==> src/sv/double_ended_queue_defines.svh <==
// assertion macros for the double-ended queue
// clk and rst_n are taken from the scope of the use
`ifndef DOUBLE_ENDED_QUEUE_DEFINES_SVH
`define DOUBLE_ENDED_QUEUE_DEFINES_SVH

`ifndef SYNTHESIS

// same-cycle implication
`define DQ_ASSERT_IMPL(label, ante, cons, msg) \
  label: assert property (@(posedge clk) disable iff (!rst_n) (ante) |-> (cons)) \
    else $error(msg);

// next-cycle implication
`define DQ_ASSERT_NEXT(label, ante, cons, msg) \
  label: assert property (@(posedge clk) disable iff (!rst_n) (ante) |=> (cons)) \
    else $error(msg);

`else

`define DQ_ASSERT_IMPL(label, ante, cons, msg)
`define DQ_ASSERT_NEXT(label, ante, cons, msg)

`endif

`endif

==> src/sv/dq_pkg.sv <==
package dq_pkg;

  localparam int OPCODE_W = 2;
  localparam int VALUE_W  = 32;
  localparam int STATUS_W = 2;
  localparam int COUNT_W  = 5;

  typedef enum logic [OPCODE_W-1:0] {
    OP_PUSH_FRONT = 2'd0,
    OP_PUSH_REAR  = 2'd1,
    OP_POP_FRONT  = 2'd2,
    OP_POP_REAR   = 2'd3
  } dq_op_t;

  typedef enum logic [STATUS_W-1:0] {
    ST_OK        = 2'd0,
    ST_UNDERFLOW = 2'd1,
    ST_OVERFLOW  = 2'd2
  } dq_status_t;

  // per-cycle command broadcast to every cell
  typedef struct packed {
    logic shift_up;    // every word moves one cell toward the rear
    logic shift_down;  // every word moves one cell toward the front
    logic load_tail;   // the cell at the tail position takes the new word
  } dq_cell_ctl_t;

endpackage

==> src/sv/dq_if.sv <==
interface dq_in_if;
  logic                               valid;
  logic                               ready;
  logic        [dq_pkg::OPCODE_W-1:0] opcode;
  logic signed [dq_pkg::VALUE_W-1:0]  push_value;

  modport source (output valid, output opcode, output push_value, input ready);
  modport sink   (input valid, input opcode, input push_value, output ready);
endinterface

interface dq_out_if;
  logic                               valid;
  logic                               ready;
  logic signed [dq_pkg::VALUE_W-1:0]  popped_value;
  logic        [dq_pkg::STATUS_W-1:0] status;
  logic        [dq_pkg::COUNT_W-1:0]  entry_count;
  logic                               is_empty;

  modport source (output valid, output popped_value, output status,
                  output entry_count, output is_empty, input ready);
  modport sink   (input valid, input popped_value, input status,
                  input entry_count, input is_empty, output ready);
endinterface

==> src/sv/dq_cell.sv <==
module dq_cell #(
  parameter int DATA_WIDTH = 32,
  parameter int IDX_W      = 4,
  parameter int IDX        = 0
) (
  input  logic                 clk,
  input  dq_pkg::dq_cell_ctl_t ctl,
  input  logic [DATA_WIDTH-1:0] load_word,
  input  logic [IDX_W-1:0]     tail_pos,
  input  logic [IDX_W-1:0]     rear_pos,
  input  logic [DATA_WIDTH-1:0] left_word,
  input  logic [DATA_WIDTH-1:0] right_word,
  input  logic [DATA_WIDTH-1:0] right_ret,
  output logic [DATA_WIDTH-1:0] word,
  output logic [DATA_WIDTH-1:0] ret
);

  localparam logic [IDX_W-1:0] MY_POS = IDX_W'(IDX);

  logic [DATA_WIDTH-1:0] word_r;
  logic [DATA_WIDTH-1:0] ret_r;

  always_ff @(posedge clk) begin
    priority if (ctl.shift_up) begin
      word_r <= left_word;
    end else if (ctl.shift_down) begin
      word_r <= right_word;
    end else if (ctl.load_tail && (tail_pos == MY_POS)) begin
      word_r <= load_word;
    end else begin
      // hold
      word_r <= word_r;
    end
    // return path: the rear cell injects its word, others pass toward the front
    ret_r <= (rear_pos == MY_POS) ? word_r : right_ret;
  end

  assign word = word_r;
  assign ret  = ret_r;

endmodule

==> src/sv/dq_ctrl.sv <==
`include "double_ended_queue_defines.svh"

module dq_ctrl #(
  parameter int DEPTH      = 16,
  parameter int DATA_WIDTH = 32
) (
  input  logic                  clk,
  input  logic                  rst_n,
  dq_in_if.sink                 in_ch,
  dq_out_if.source              out_ch,
  output dq_pkg::dq_cell_ctl_t  cell_ctl,
  output logic [DATA_WIDTH-1:0] load_word,
  output logic [$clog2(DEPTH)-1:0] tail_pos,
  output logic [$clog2(DEPTH)-1:0] rear_pos,
  input  logic [DATA_WIDTH-1:0] front_word,
  input  logic [DATA_WIDTH-1:0] rear_word
);

  localparam int IDX_W = $clog2(DEPTH);
  localparam int CNT_W = $clog2(DEPTH + 1);
  localparam logic [CNT_W-1:0] FULL_CNT = CNT_W'(DEPTH);
  localparam logic [CNT_W-1:0] ONE_CNT  = CNT_W'(1);

  typedef enum logic {
    S_IDLE,
    S_WAIT
  } state_t;

  state_t                              state_r;
  logic [CNT_W-1:0]                    count_r;
  logic [CNT_W-1:0]                    wait_r;
  logic                                out_valid_r;
  logic signed [dq_pkg::VALUE_W-1:0]   popped_r;
  logic [dq_pkg::STATUS_W-1:0]         status_r;
  logic [dq_pkg::COUNT_W-1:0]          ecount_r;
  logic                                empty_r;

  logic             in_ready;
  logic             accept;
  logic             full;
  logic             empty;
  logic             out_load;
  logic [CNT_W-1:0] count_inc;
  logic [CNT_W-1:0] count_dec;
  dq_pkg::dq_op_t   op;

  function automatic logic [dq_pkg::VALUE_W-1:0] to_result(logic [DATA_WIDTH-1:0] w);
    logic signed [DATA_WIDTH-1:0] s;
    logic signed [63:0]           x;
    s = signed'(w);
    x = 64'(s);
    return x[dq_pkg::VALUE_W-1:0];
  endfunction

  assign in_ready    = (state_r == S_IDLE) && (!out_valid_r || out_ch.ready);
  assign in_ch.ready = in_ready;
  assign accept      = in_ch.valid && in_ready;
  assign op          = dq_pkg::dq_op_t'(in_ch.opcode);
  assign full        = (count_r == FULL_CNT);
  assign empty       = (count_r == '0);
  assign count_inc   = count_r + ONE_CNT;
  assign count_dec   = count_r - ONE_CNT;

  // a result item is loaded on every accept except a rear pop that must walk,
  // and at the end of that walk
  assign out_load = (state_r == S_IDLE)
                    ? (accept && !((op == dq_pkg::OP_POP_REAR) && !empty))
                    : ((wait_r == '0) && (!out_valid_r || out_ch.ready));

  assign load_word = DATA_WIDTH'(in_ch.push_value);
  assign tail_pos  = count_r[IDX_W-1:0];
  assign rear_pos  = count_dec[IDX_W-1:0];

  always_comb begin
    cell_ctl = '0;
    if (accept) begin
      unique case (op)
        dq_pkg::OP_PUSH_FRONT: cell_ctl.shift_up   = !full;
        dq_pkg::OP_PUSH_REAR:  cell_ctl.load_tail  = !full;
        dq_pkg::OP_POP_FRONT:  cell_ctl.shift_down = !empty;
        dq_pkg::OP_POP_REAR:   cell_ctl = '0;
        default:               cell_ctl = '0;
      endcase
    end
  end

  always_ff @(posedge clk) begin
    if (!rst_n) begin
      state_r     <= S_IDLE;
      count_r     <= '0;
      wait_r      <= '0;
      out_valid_r <= 1'b0;
    end else begin
      if (out_load) begin
        out_valid_r <= 1'b1;
      end else if (out_valid_r && out_ch.ready) begin
        out_valid_r <= 1'b0;
      end
      unique case (state_r)
        S_IDLE: begin
          if (accept) begin
            unique case (op)
              dq_pkg::OP_PUSH_FRONT, dq_pkg::OP_PUSH_REAR: begin
                popped_r    <= '0;
                empty_r     <= 1'b0;
                if (full) begin
                  status_r <= dq_pkg::ST_OVERFLOW;
                  ecount_r <= dq_pkg::COUNT_W'(count_r);
                end else begin
                  count_r  <= count_inc;
                  status_r <= dq_pkg::ST_OK;
                  ecount_r <= dq_pkg::COUNT_W'(count_inc);
                end
              end
              dq_pkg::OP_POP_FRONT: begin
                if (empty) begin
                  popped_r <= '1;
                  status_r <= dq_pkg::ST_UNDERFLOW;
                  ecount_r <= '0;
                  empty_r  <= 1'b1;
                end else begin
                  count_r  <= count_dec;
                  popped_r <= to_result(front_word);
                  status_r <= dq_pkg::ST_OK;
                  ecount_r <= dq_pkg::COUNT_W'(count_dec);
                  empty_r  <= (count_dec == '0);
                end
              end
              dq_pkg::OP_POP_REAR: begin
                if (empty) begin
                  popped_r    <= '1;
                  status_r    <= dq_pkg::ST_UNDERFLOW;
                  ecount_r    <= '0;
                  empty_r     <= 1'b1;
                end else begin
                  // let the return chain carry the rear word down to cell 0
                  state_r <= S_WAIT;
                  wait_r  <= count_r;
                end
              end
              default: state_r <= S_IDLE;
            endcase
          end
        end
        S_WAIT: begin
          if (wait_r != '0) begin
            wait_r <= wait_r - ONE_CNT;
          end else if (!out_valid_r || out_ch.ready) begin
            popped_r    <= to_result(rear_word);
            status_r    <= dq_pkg::ST_OK;
            ecount_r    <= dq_pkg::COUNT_W'(count_dec);
            empty_r     <= (count_dec == '0);
            count_r     <= count_dec;
            state_r     <= S_IDLE;
          end
        end
        default: state_r <= S_IDLE;
      endcase
    end
  end

  assign out_ch.valid        = out_valid_r;
  assign out_ch.popped_value = popped_r;
  assign out_ch.status       = status_r;
  assign out_ch.entry_count  = ecount_r;
  assign out_ch.is_empty     = empty_r;

  `DQ_ASSERT_IMPL(a_count_bound, 1'b1, count_r <= FULL_CNT, "word count above depth")
  `DQ_ASSERT_NEXT(a_push_count, accept && !full && (op == dq_pkg::OP_PUSH_FRONT || op == dq_pkg::OP_PUSH_REAR), count_r == $past(count_r) + ONE_CNT, "push did not grow count")
  `DQ_ASSERT_NEXT(a_rear_wait, accept && !empty && (op == dq_pkg::OP_POP_REAR), state_r == S_WAIT && !out_valid_r, "rear pop did not start walk")
  `DQ_ASSERT_IMPL(a_underflow, out_valid_r && (status_r == dq_pkg::ST_UNDERFLOW), popped_r == -32'sd1 && empty_r && (ecount_r == '0), "bad underflow item")

endmodule

==> src/sv/double_ended_queue.sv <==
// double-ended queue of signed DATA_WIDTH-bit words held in a chain of DEPTH
// cells, front word in cell 0 and the rest packed behind it; push front and
// pop front shift the whole chain by one cell, push rear loads the cell at the
// tail, and a return chain of registers walks the rear word toward cell 0 one
// cell per cycle; push front, push rear and pop front have their result item
// registered on the accepting edge, while pop rear puts its result item out
// only once the wait counter, loaded with the count of words stored before
// the pop, has run down, and takes no new item before, because of that walk;
// an empty pop gives -1 with underflow status, a full push is refused with
// overflow status, and ready stays high while a finished item waits only if
// it is taken in the same cycle
module double_ended_queue #(
  parameter int DEPTH      = 16,
  parameter int DATA_WIDTH = 32
) (
  input  logic     clk,
  input  logic     rst_n,
  dq_in_if.sink    in_ch,
  dq_out_if.source out_ch
);

  localparam int IDX_W = $clog2(DEPTH);

  // command and operands broadcast from the controller to every cell
  dq_pkg::dq_cell_ctl_t  cell_ctl;
  logic [DATA_WIDTH-1:0] load_word;
  logic [IDX_W-1:0]      tail_pos;
  logic [IDX_W-1:0]      rear_pos;

  // per-cell stored word and return path
  logic [DATA_WIDTH-1:0] cell_word [DEPTH];
  logic [DATA_WIDTH-1:0] cell_ret  [DEPTH];

  // sequencer: handshakes, word count, result register, rear-pop wait
  dq_ctrl #(
    .DEPTH      (DEPTH),
    .DATA_WIDTH (DATA_WIDTH)
  ) u_ctrl (
    .clk        (clk),
    .rst_n      (rst_n),
    .in_ch      (in_ch),
    .out_ch     (out_ch),
    .cell_ctl   (cell_ctl),
    .load_word  (load_word),
    .tail_pos   (tail_pos),
    .rear_pos   (rear_pos),
    .front_word (cell_word[0]),
    .rear_word  (cell_ret[0])
  );

  for (genvar i = 0; i < DEPTH; i++) begin : g_cell
    logic [DATA_WIDTH-1:0] left_word;
    logic [DATA_WIDTH-1:0] right_word;
    logic [DATA_WIDTH-1:0] right_ret;

    // cell 0 takes the pushed word on a front shift
    if (i == 0) begin : g_first
      assign left_word = load_word;
    end else begin : g_mid_left
      assign left_word = cell_word[i-1];
    end

    // the last cell keeps its own word on a down shift and feeds its own return
    if (i == DEPTH - 1) begin : g_last
      assign right_word = cell_word[i];
      assign right_ret  = cell_ret[i];
    end else begin : g_mid_right
      assign right_word = cell_word[i+1];
      assign right_ret  = cell_ret[i+1];
    end

    dq_cell #(
      .DATA_WIDTH (DATA_WIDTH),
      .IDX_W      (IDX_W),
      .IDX        (i)
    ) u_cell (
      .clk        (clk),
      .ctl        (cell_ctl),
      .load_word  (load_word),
      .tail_pos   (tail_pos),
      .rear_pos   (rear_pos),
      .left_word  (left_word),
      .right_word (right_word),
      .right_ret  (right_ret),
      .word       (cell_word[i]),
      .ret        (cell_ret[i])
    );
  end

endmodule

==> src/flat_wrapper.sv <==
// flat-port wrapper written by rule: the top's interface ports become plain ports
module double_ended_queue_flat 
#(
  parameter int DEPTH      = 16,
  parameter int DATA_WIDTH = 32
)
  (clk, rst_n, in_ch_valid, in_ch_opcode, in_ch_push_value, in_ch_ready, out_ch_valid, out_ch_popped_value, out_ch_status, out_ch_entry_count, out_ch_is_empty, out_ch_ready);
  dq_in_if in_ch_i ();
  dq_out_if out_ch_i ();
  input  logic clk;
  input  logic rst_n;
  input wire logic [$bits(in_ch_i.valid)-1:0] in_ch_valid;
  input wire logic [$bits(in_ch_i.opcode)-1:0] in_ch_opcode;
  input wire logic [$bits(in_ch_i.push_value)-1:0] in_ch_push_value;
  output wire logic [$bits(in_ch_i.ready)-1:0] in_ch_ready;
  output wire logic [$bits(out_ch_i.valid)-1:0] out_ch_valid;
  output wire logic [$bits(out_ch_i.popped_value)-1:0] out_ch_popped_value;
  output wire logic [$bits(out_ch_i.status)-1:0] out_ch_status;
  output wire logic [$bits(out_ch_i.entry_count)-1:0] out_ch_entry_count;
  output wire logic [$bits(out_ch_i.is_empty)-1:0] out_ch_is_empty;
  input wire logic [$bits(out_ch_i.ready)-1:0] out_ch_ready;
  assign in_ch_i.valid = in_ch_valid;
  assign in_ch_i.opcode = in_ch_opcode;
  assign in_ch_i.push_value = in_ch_push_value;
  assign in_ch_ready = in_ch_i.ready;
  assign out_ch_valid = out_ch_i.valid;
  assign out_ch_popped_value = out_ch_i.popped_value;
  assign out_ch_status = out_ch_i.status;
  assign out_ch_entry_count = out_ch_i.entry_count;
  assign out_ch_is_empty = out_ch_i.is_empty;
  assign out_ch_i.ready = out_ch_ready;
  double_ended_queue #(.DEPTH(DEPTH), .DATA_WIDTH(DATA_WIDTH)) u_core (.clk(clk), .rst_n(rst_n), .in_ch(in_ch_i), .out_ch(out_ch_i));
endmodule
==> config.mk <==
export PLATFORM = sky130hd
export DESIGN_NAME = double_ended_queue_flat
export DESIGN_NICKNAME = d
export VERILOG_FILES = /design/src/sv/dq_pkg.sv /design/src/sv/dq_if.sv /design/src/sv/dq_cell.sv /design/src/sv/dq_ctrl.sv /design/src/sv/double_ended_queue.sv /design/src/flat_wrapper.sv
export VERILOG_INCLUDE_DIRS = /design/src /design/src/sv
export SDC_FILE = /design/constraint.sdc
export NUM_CORES = 1
export LEC_CHECK = 0
export ABC_AREA = 0
export BUFFER_PORTS_ARGS = -buffer_cell sky130_fd_sc_hd__buf_2
export CORE_UTILIZATION = 38
export DETAILED_ROUTE_END_ITERATION = 8
export HOLD_SLACK_MARGIN = 0.15
export PLACE_DENSITY = 0.65
export SLEW_MARGIN = 5
export SYNTH_ARGS = -nofsm -noshare
export SYNTH_HDL_FRONTEND = slang
export SYNTH_HIERARCHICAL = 1
export SYNTH_SLANG_ARGS = --single-unit
==> constraint.sdc <==
create_clock -name clk -period 6 [get_ports clk]
set_input_delay 0.3 -clock clk [delete_from_list [all_inputs] [get_ports clk]]
set_output_delay 0.3 -clock clk [all_outputs]
set_load 0.005 [all_outputs]
Yosys cells after proc, flatten, opt, wreduce, memory -nomap -nowiden. Cells that the tools add are included.

$add $sub $neg: 3. Multipliers: 0. Div/mod/pow operators: 0. Magnitude comparators: 0. Eq/ne operators: 44. Shifts and indexed selects: 0. Mux-type cells: 116. Bitwise gates (word level): 1. Reductions and logical operators: 56.

Operators by type and width (count): $mux 32 (69); $pmux 32 s3 (1); $eq 4x4->1 const B (16); $pmux 32 s2 (1); $mux 5 (12); $reduce_bool 3->1 (15); $pmux 5 s2 (4); $eq 4x3->1 const B (8); $logic_and 1x1->1 (22); $mux 1 (17); $eq 4x2->1 const B (4); $logic_not 5->1 (3); $pmux 5 s3 (1); $mux 2 (5); $reduce_and 5->1 (2); $sub 5x1->5 const B (2); $eq 4x1->1 const B (2); $logic_not 4->1 (2); $ne 2x1->1 const B (4); $ne 2x2->1 const B (3); $ne 3x3->1 const B (2); $pmux 2 s3 (1); $add 5x1->5 const B (1); $eq 5x5->1 const B (1); other kinds (16) (22).

Register bits: 1076. Bits in latches: 0. Memory bits (writable): 0. ROM bits: 0. Input bits: 38. Output and inout port bits: 42. Word-level logic and storage cells: 260. Memories: 0.

Depth between registers and ports, before layout.
Word-level depth: 9. Mapped depth: 10. Gate-level depth less buffers: 7.

Modules after synthesis. Netlist, hierarchy kept.

Modules (own cells, without submodules): dq_cell at u_core.g_cell[10].u_cell ... (instances 5, cells each 211, area an instance 2825.2 um^2, sequential area each 1601.5 um^2); dq_cell at u_core.g_cell[11].u_cell ... (instances 2, cells each 209, area an instance 2810.2 um^2, sequential area each 1601.5 um^2); dq_cell at u_core.g_cell[13].u_cell ... (instances 2, cells each 210, area an instance 2806.4 um^2, sequential area each 1601.5 um^2); dq_cell at u_core.g_cell[1].u_cell ... (instances 2, cells each 209, area an instance 2683.8 um^2, sequential area each 1601.5 um^2); dq_cell at u_core.g_cell[4].u_cell ... (instances 2, cells each 209, area an instance 2681.3 um^2, sequential area each 1601.5 um^2); dq_ctrl (instances 1, cells each 338, area an instance 3089.2 um^2, sequential area each 1441.4 um^2); dq_cell at u_core.g_cell[3].u_cell (instances 1, cells each 210, area an instance 2826.5 um^2, sequential area each 1601.5 um^2); dq_cell at u_core.g_cell[15].u_cell (instances 1, cells each 209, area an instance 2816.5 um^2, sequential area each 1601.5 um^2); dq_cell at u_core.g_cell[0].u_cell (instances 1, cells each 209, area an instance 2678.8 um^2, sequential area each 1601.5 um^2).

Least setup slack after synthesis. OpenSTA, ideal clock, no wires.

Kind: reg2reg. From: register u_core.u_ctrl.count_r[0]. To: register u_core.u_ctrl.ecount_r, in the netlist u_core/u_ctrl/out_ch.entry_count[0] (enable). Library setup time: 0.495 ns. Arrival time: 5.065 ns. Required time: 5.505 ns. Path slack: 0.440 ns. Stages on the path, launching flop included: 8. Buffers on the path: 1. Period minus slack after synthesis: 5.560 ns. Cell sequence: dfxtp_1 > buf_4 > inv_1 > ha_1 > nor4b_4 > nor2_1 > o22ai_1 > nor3b_1.

Word-level cells in the longest chain between the ends: 3.

RTL lines: start: declaration (RTL line dq_ctrl.sv:30) `logic [CNT_W-1:0] count_r;`; start signal: assignment (RTL line dq_ctrl.sv:110) `count_r <= count_inc;`; start signal: assignment (RTL line dq_ctrl.sv:122) `count_r <= count_dec;`; start signal: assignment (RTL line dq_ctrl.sv:153) `count_r <= count_dec;`; $logic_not 5->1 (RTL line dq_ctrl.sv:60) `assign empty = (count_r == '0);`; $ne 3x3->1 (no source line); $reduce_and 5->1 (no source line); end signal: assignment (RTL line dq_ctrl.sv:108) `ecount_r <= dq_pkg::COUNT_W'(count_r);`; end signal: assignment (RTL line dq_ctrl.sv:112) `ecount_r <= dq_pkg::COUNT_W'(count_inc);`; end signal: assignment (RTL line dq_ctrl.sv:125) `ecount_r <= dq_pkg::COUNT_W'(count_dec);`; end: declaration (RTL line dq_ctrl.sv:35) `logic [dq_pkg::COUNT_W-1:0] ecount_r;`.

Every way passes these cells. A chain may end at the register's enable or synchronous reset.

==> impl_metrics.csv <==
group,metric,value,unit
worst_setup_path,worstPathArrival,4.70,ns
floorplanning,start_util,38.4,%
timing,finalCritPeriodShare,73.3,%
finish,multi_input_area,18600,um2
finish,final_cell_count_no_fill,5378,
timing,worst_pin_slew,1.14,ns
finish,num-fill-cells,11200,
grt,grt_max_degree,245,
worst_setup_path,cp_common_cell,"buf_4",
routing,drt-initial-drc-count,2541,
grt,grt_usage,15.5,%
clock_network,cts_max_path_buffers,3,
finish,drive_gt1_share,22.4,%
worst_setup_path,reg2reg_from,"u_core/u_ctrl/count_r[0]$_SDFFE_PN0P_",
floorplanning,fp.dieW,356,um
worst_setup_path,r2r_cells,11,
timing,finalHoldViolCount,0,
worst_setup_path,r2r_setup_slack,1.60,ns
routing,vias_per_cell,5.06,
clock_network,h-tree-depth,3,
timing,fin_ws,1.60,ns
synth,ys_async_sr_fraction,0,%
clock_network,cts_tree,"done",
timing,tns,0,ns
worst_setup_path,cp-end-kind,"flop",
power,power.density,410,nW/um2
finish,area_growth,9.91,%
worst_setup_path,cpPeakStageDelay,0.84,ns
worst_setup_path,worstPathRequired,6.30,ns
finish,final_common_cell,"o21ai_0",
clock_network,clk_latency,0.68,ns
floorplanning,core.rowCount,129,
routing,antenna_left,0,
worst_setup_path,critPathMaxFanout,77,
outcome,status,"complete, but fails checks",
finish,utilization,42.2,%
floorplanning,io_pins,80,
timing,fin_crit,4.40,ns
placement,io_buffers,79,
routing,drt-total-wl,101,mm
synth,synth_sequential_area_ratio,57.0,%
grt,grt-ovfl-total,0,
worst_setup_path,cp_cell_sequence,"buf_4, inv_1, buf_4, ha_1, nor3b_1, nand2_1, and4_4, buf_4, nor2_1, o21ai_4, buf_4",
timing,skew,0.0261,ns
finish,seq_area,27100,um2
clock_network,numCtsBuffers,103,
power,ir_drop,0.283,mV
worst_setup_path,r2r-end,"u_core/g_cell[10].u_cell/word[15]$_DFFE_PP_",
power,p_leak,0.0180,uW
clock_network,clockRootBuffer,"clkbuf_16",
routing,drc,40,
worst_setup_path,criticalPathCategory,"reg2reg",
power,power,21400,uW
routing,vias,27200,
min_path,hp-class,"in2reg",
placement,dpl.cell_count,5175,
synth,syn_avg_cell_area,12.9,um2
worst_setup_path,crit_path_start_kind,"flop",
outcome,violations,"DRC",
finish,layout_common_cells,"588 x o21ai_0, 552 x nand2_1, 552 x edfxtp_1",
synth,synth-seq-cells,1076,
clock_network,cts.sink_count,1076,
synth,ys.flop_type,"edfxtp_1",
synth,netlist_area,47500,um2
grt,grt_pass1_wl,157,mm
clock_network,clk_pin_slew,0.06,ns
routing,wire_per_inst,18.7,um
floorplanning,chipHeight,356,um
worst_setup_path,worst_path_max_delay_cell,"and4_4",
placement,gp_congestion,0.784,
finish,final_nets,3688,
timing,slew_headroom,24.0,%
worst_setup_path,crit_path_end,"u_core/g_cell[10].u_cell/word[15]$_DFFE_PP_",
grt,antenna_found_initial,16,
timing,finalSetupViolCount,0,
synth,syn_inst,3695,
floorplanning,dieArea,126000,um2
placement,dp_slack,1.70,ns
timing,slew_violations,0,
synth,yosysWarnings,6,
synth,synth_edf_count,552,
timing,rsz0062_at_grt,"false",
run,max_cap_violations,0,
floorplanning,coreArea,124000,um2
routing,drtPass1Iterations,8,
synth,yosysUniqueCellTypes,63,
synth,syn-num-nets,3738,
grt,grt_pass1_vias,26400,
worst_setup_path,cp-startpoint,"u_core/u_ctrl/count_r[0]$_SDFFE_PN0P_",
placement,hpwl,60.7,mm
timing,max_freq,0.227,GHz
final cells by class:
cell class / count / area share (%)
Clock buffer: 158 / 5.83
Tap cell: 1637 / 3.92
Sequential cell: 1076 / 51.8
Clock inverter: 38 / 0.911
Inverter: 10 / 0.0719
Antenna cell: 5 / 0.0240
Timing Repair Buffer: 135 / 1.79
Multi-Input combinational cell: 2319 / 35.6
how the worst min path moves through the flow:
stage                                                start  depth (start not counted)  slack (ns)                                    endpoint
floorplan           u_core/g_cell[1].u_cell/ret[4]$_DFF_P_                          1        0.41      u_core/g_cell[0].u_cell/ret[4]$_DFF_P_
global placement    u_core/g_cell[1].u_cell/ret[4]$_DFF_P_                          1        0.42      u_core/g_cell[0].u_cell/ret[4]$_DFF_P_
detailed placement  u_core/g_cell[1].u_cell/ret[4]$_DFF_P_                          1        0.42      u_core/g_cell[0].u_cell/ret[4]$_DFF_P_
CTS                                   in_ch_push_value[12]                          3        0.15  u_core/g_cell[0].u_cell/word[12]$_DFFE_PP_
global route                          in_ch_push_value[30]                          3        0.20  u_core/g_cell[0].u_cell/word[30]$_DFFE_PP_
finish                                in_ch_push_value[12]                          3        0.20  u_core/g_cell[0].u_cell/word[12]$_DFFE_PP_
critical path, delay by kind of cell, from the launching register on:
| kind | cells | cell delay [ns] |
|---|---|---|
| adder cells (fa/ha/maj) | 1 | 0.31 |
| AND/OR/NAND/NOR | 4 | 1.48 |
| buffers and inverters | 5 | 1.70 |
| AO/OA/AOI/OAI | 1 | 0.10 |
| flip-flops | 1 | 0.30 |
flip-flops by register name (all words and copies together), names as in the netlist:
signal and count:
u_core/g_cell.u_cell/ret 512, u_core/u_ctrl/out_ch.status 2, u_core/u_ctrl/wait_r 5, u_core/u_ctrl/out_ch.entry_count 5, u_core/g_cell.u_cell/word 512, u_core/u_ctrl/out_ch.valid 1, u_core/u_ctrl/out_ch.is_empty 1, u_core/u_ctrl/state_r 1
u_core/u_ctrl/count_r 5, u_core/u_ctrl/out_ch.popped_value 32
cells in the mapped netlist, types with 2 or more instances:
cell	instances	area (um2)
or3_1	2	12.5
nand4_1	2	12.5
buf_12	18	360
clkbuf_1	113	424
nor3b_1	2	15.0
inv_1	9	33.8
nand4b_4	4	95.1
and3_1	2	12.5
mux2i_1	515	5150
dfxtp_1	524	10500
a31oi_1	2	12.5
nand2_1	552	2070
nor3_1	6	30.0
o22ai_1	4	25.0
nand4b_1	6	52.6
a211o_1	7	61.3
a21o_1	2	15.0
a311o_1	3	30.0
nor4b_4	5	119
nand3b_1	3	22.5
mux2_4	330	4950
and4_1	2	17.5
xor2_1	2	17.5
nor2_1	26	97.6
a22oi_1	2	15.0
nor4_4	2	42.5
ha_1	5	62.6
xnor2_1	3	26.3
o21ai_0	595	2980
buf_2	42	210
nor4b_1	2	17.5
nor4_1	2	12.5
nor4bb_1	7	70.1
or2_2	2	12.5
a21oi_1	17	85.1
edfxtp_1	552	16600
buf_6	34	383
nand3_1	4	20.0
mux2_1	10	113
mux2_2	172	1940
buf_4	80	601
and4b_1	2	20.0
report_power, final:
part	switching [uW]	internal [uW]	total [uW]
clock network	2780	3900	6680
registers	662	9980	10600
logic	1520	2560	4080
metrics by stage:
step / hold slack [ns] / area (um2)
floorplan: 0.410 / 47500
global route: 0.199 / 52200
CTS: 0.155 / 52200
finish: 0.198 / 52200
detailed placement: 0.418 / 48700
global placement: 0.420 / 48700
what timing repair did:
item                       CTS  global route
hold buffers                 2             0
gates resized for setup      0             0
setup endpoints to repair    0             0
hold endpoints to repair     2             0
setup buffers                0             0
kinds of logic after synthesis:
logic type	synth area share, %
buffers and inverters	4.30
flip-flops	57.0
adder cells (fa/ha/maj)	0.132
multiplexers	25.6
XOR/XNOR	0.0922
AO/OA/AOI/OAI	6.87
AND/OR/NAND/NOR	6.03
routing by layer:
| layer | wire length (um) | track usage [%] |
|---|---|---|
| met3 | 5450 | 2.65 |
| met2 | 43400 | 23.2 |
| met5 | 137 | 0 |
| met1 | 49600 | 23.0 |
| met4 | 2030 | 4.27 |
(Power assumes the default switching activity.)
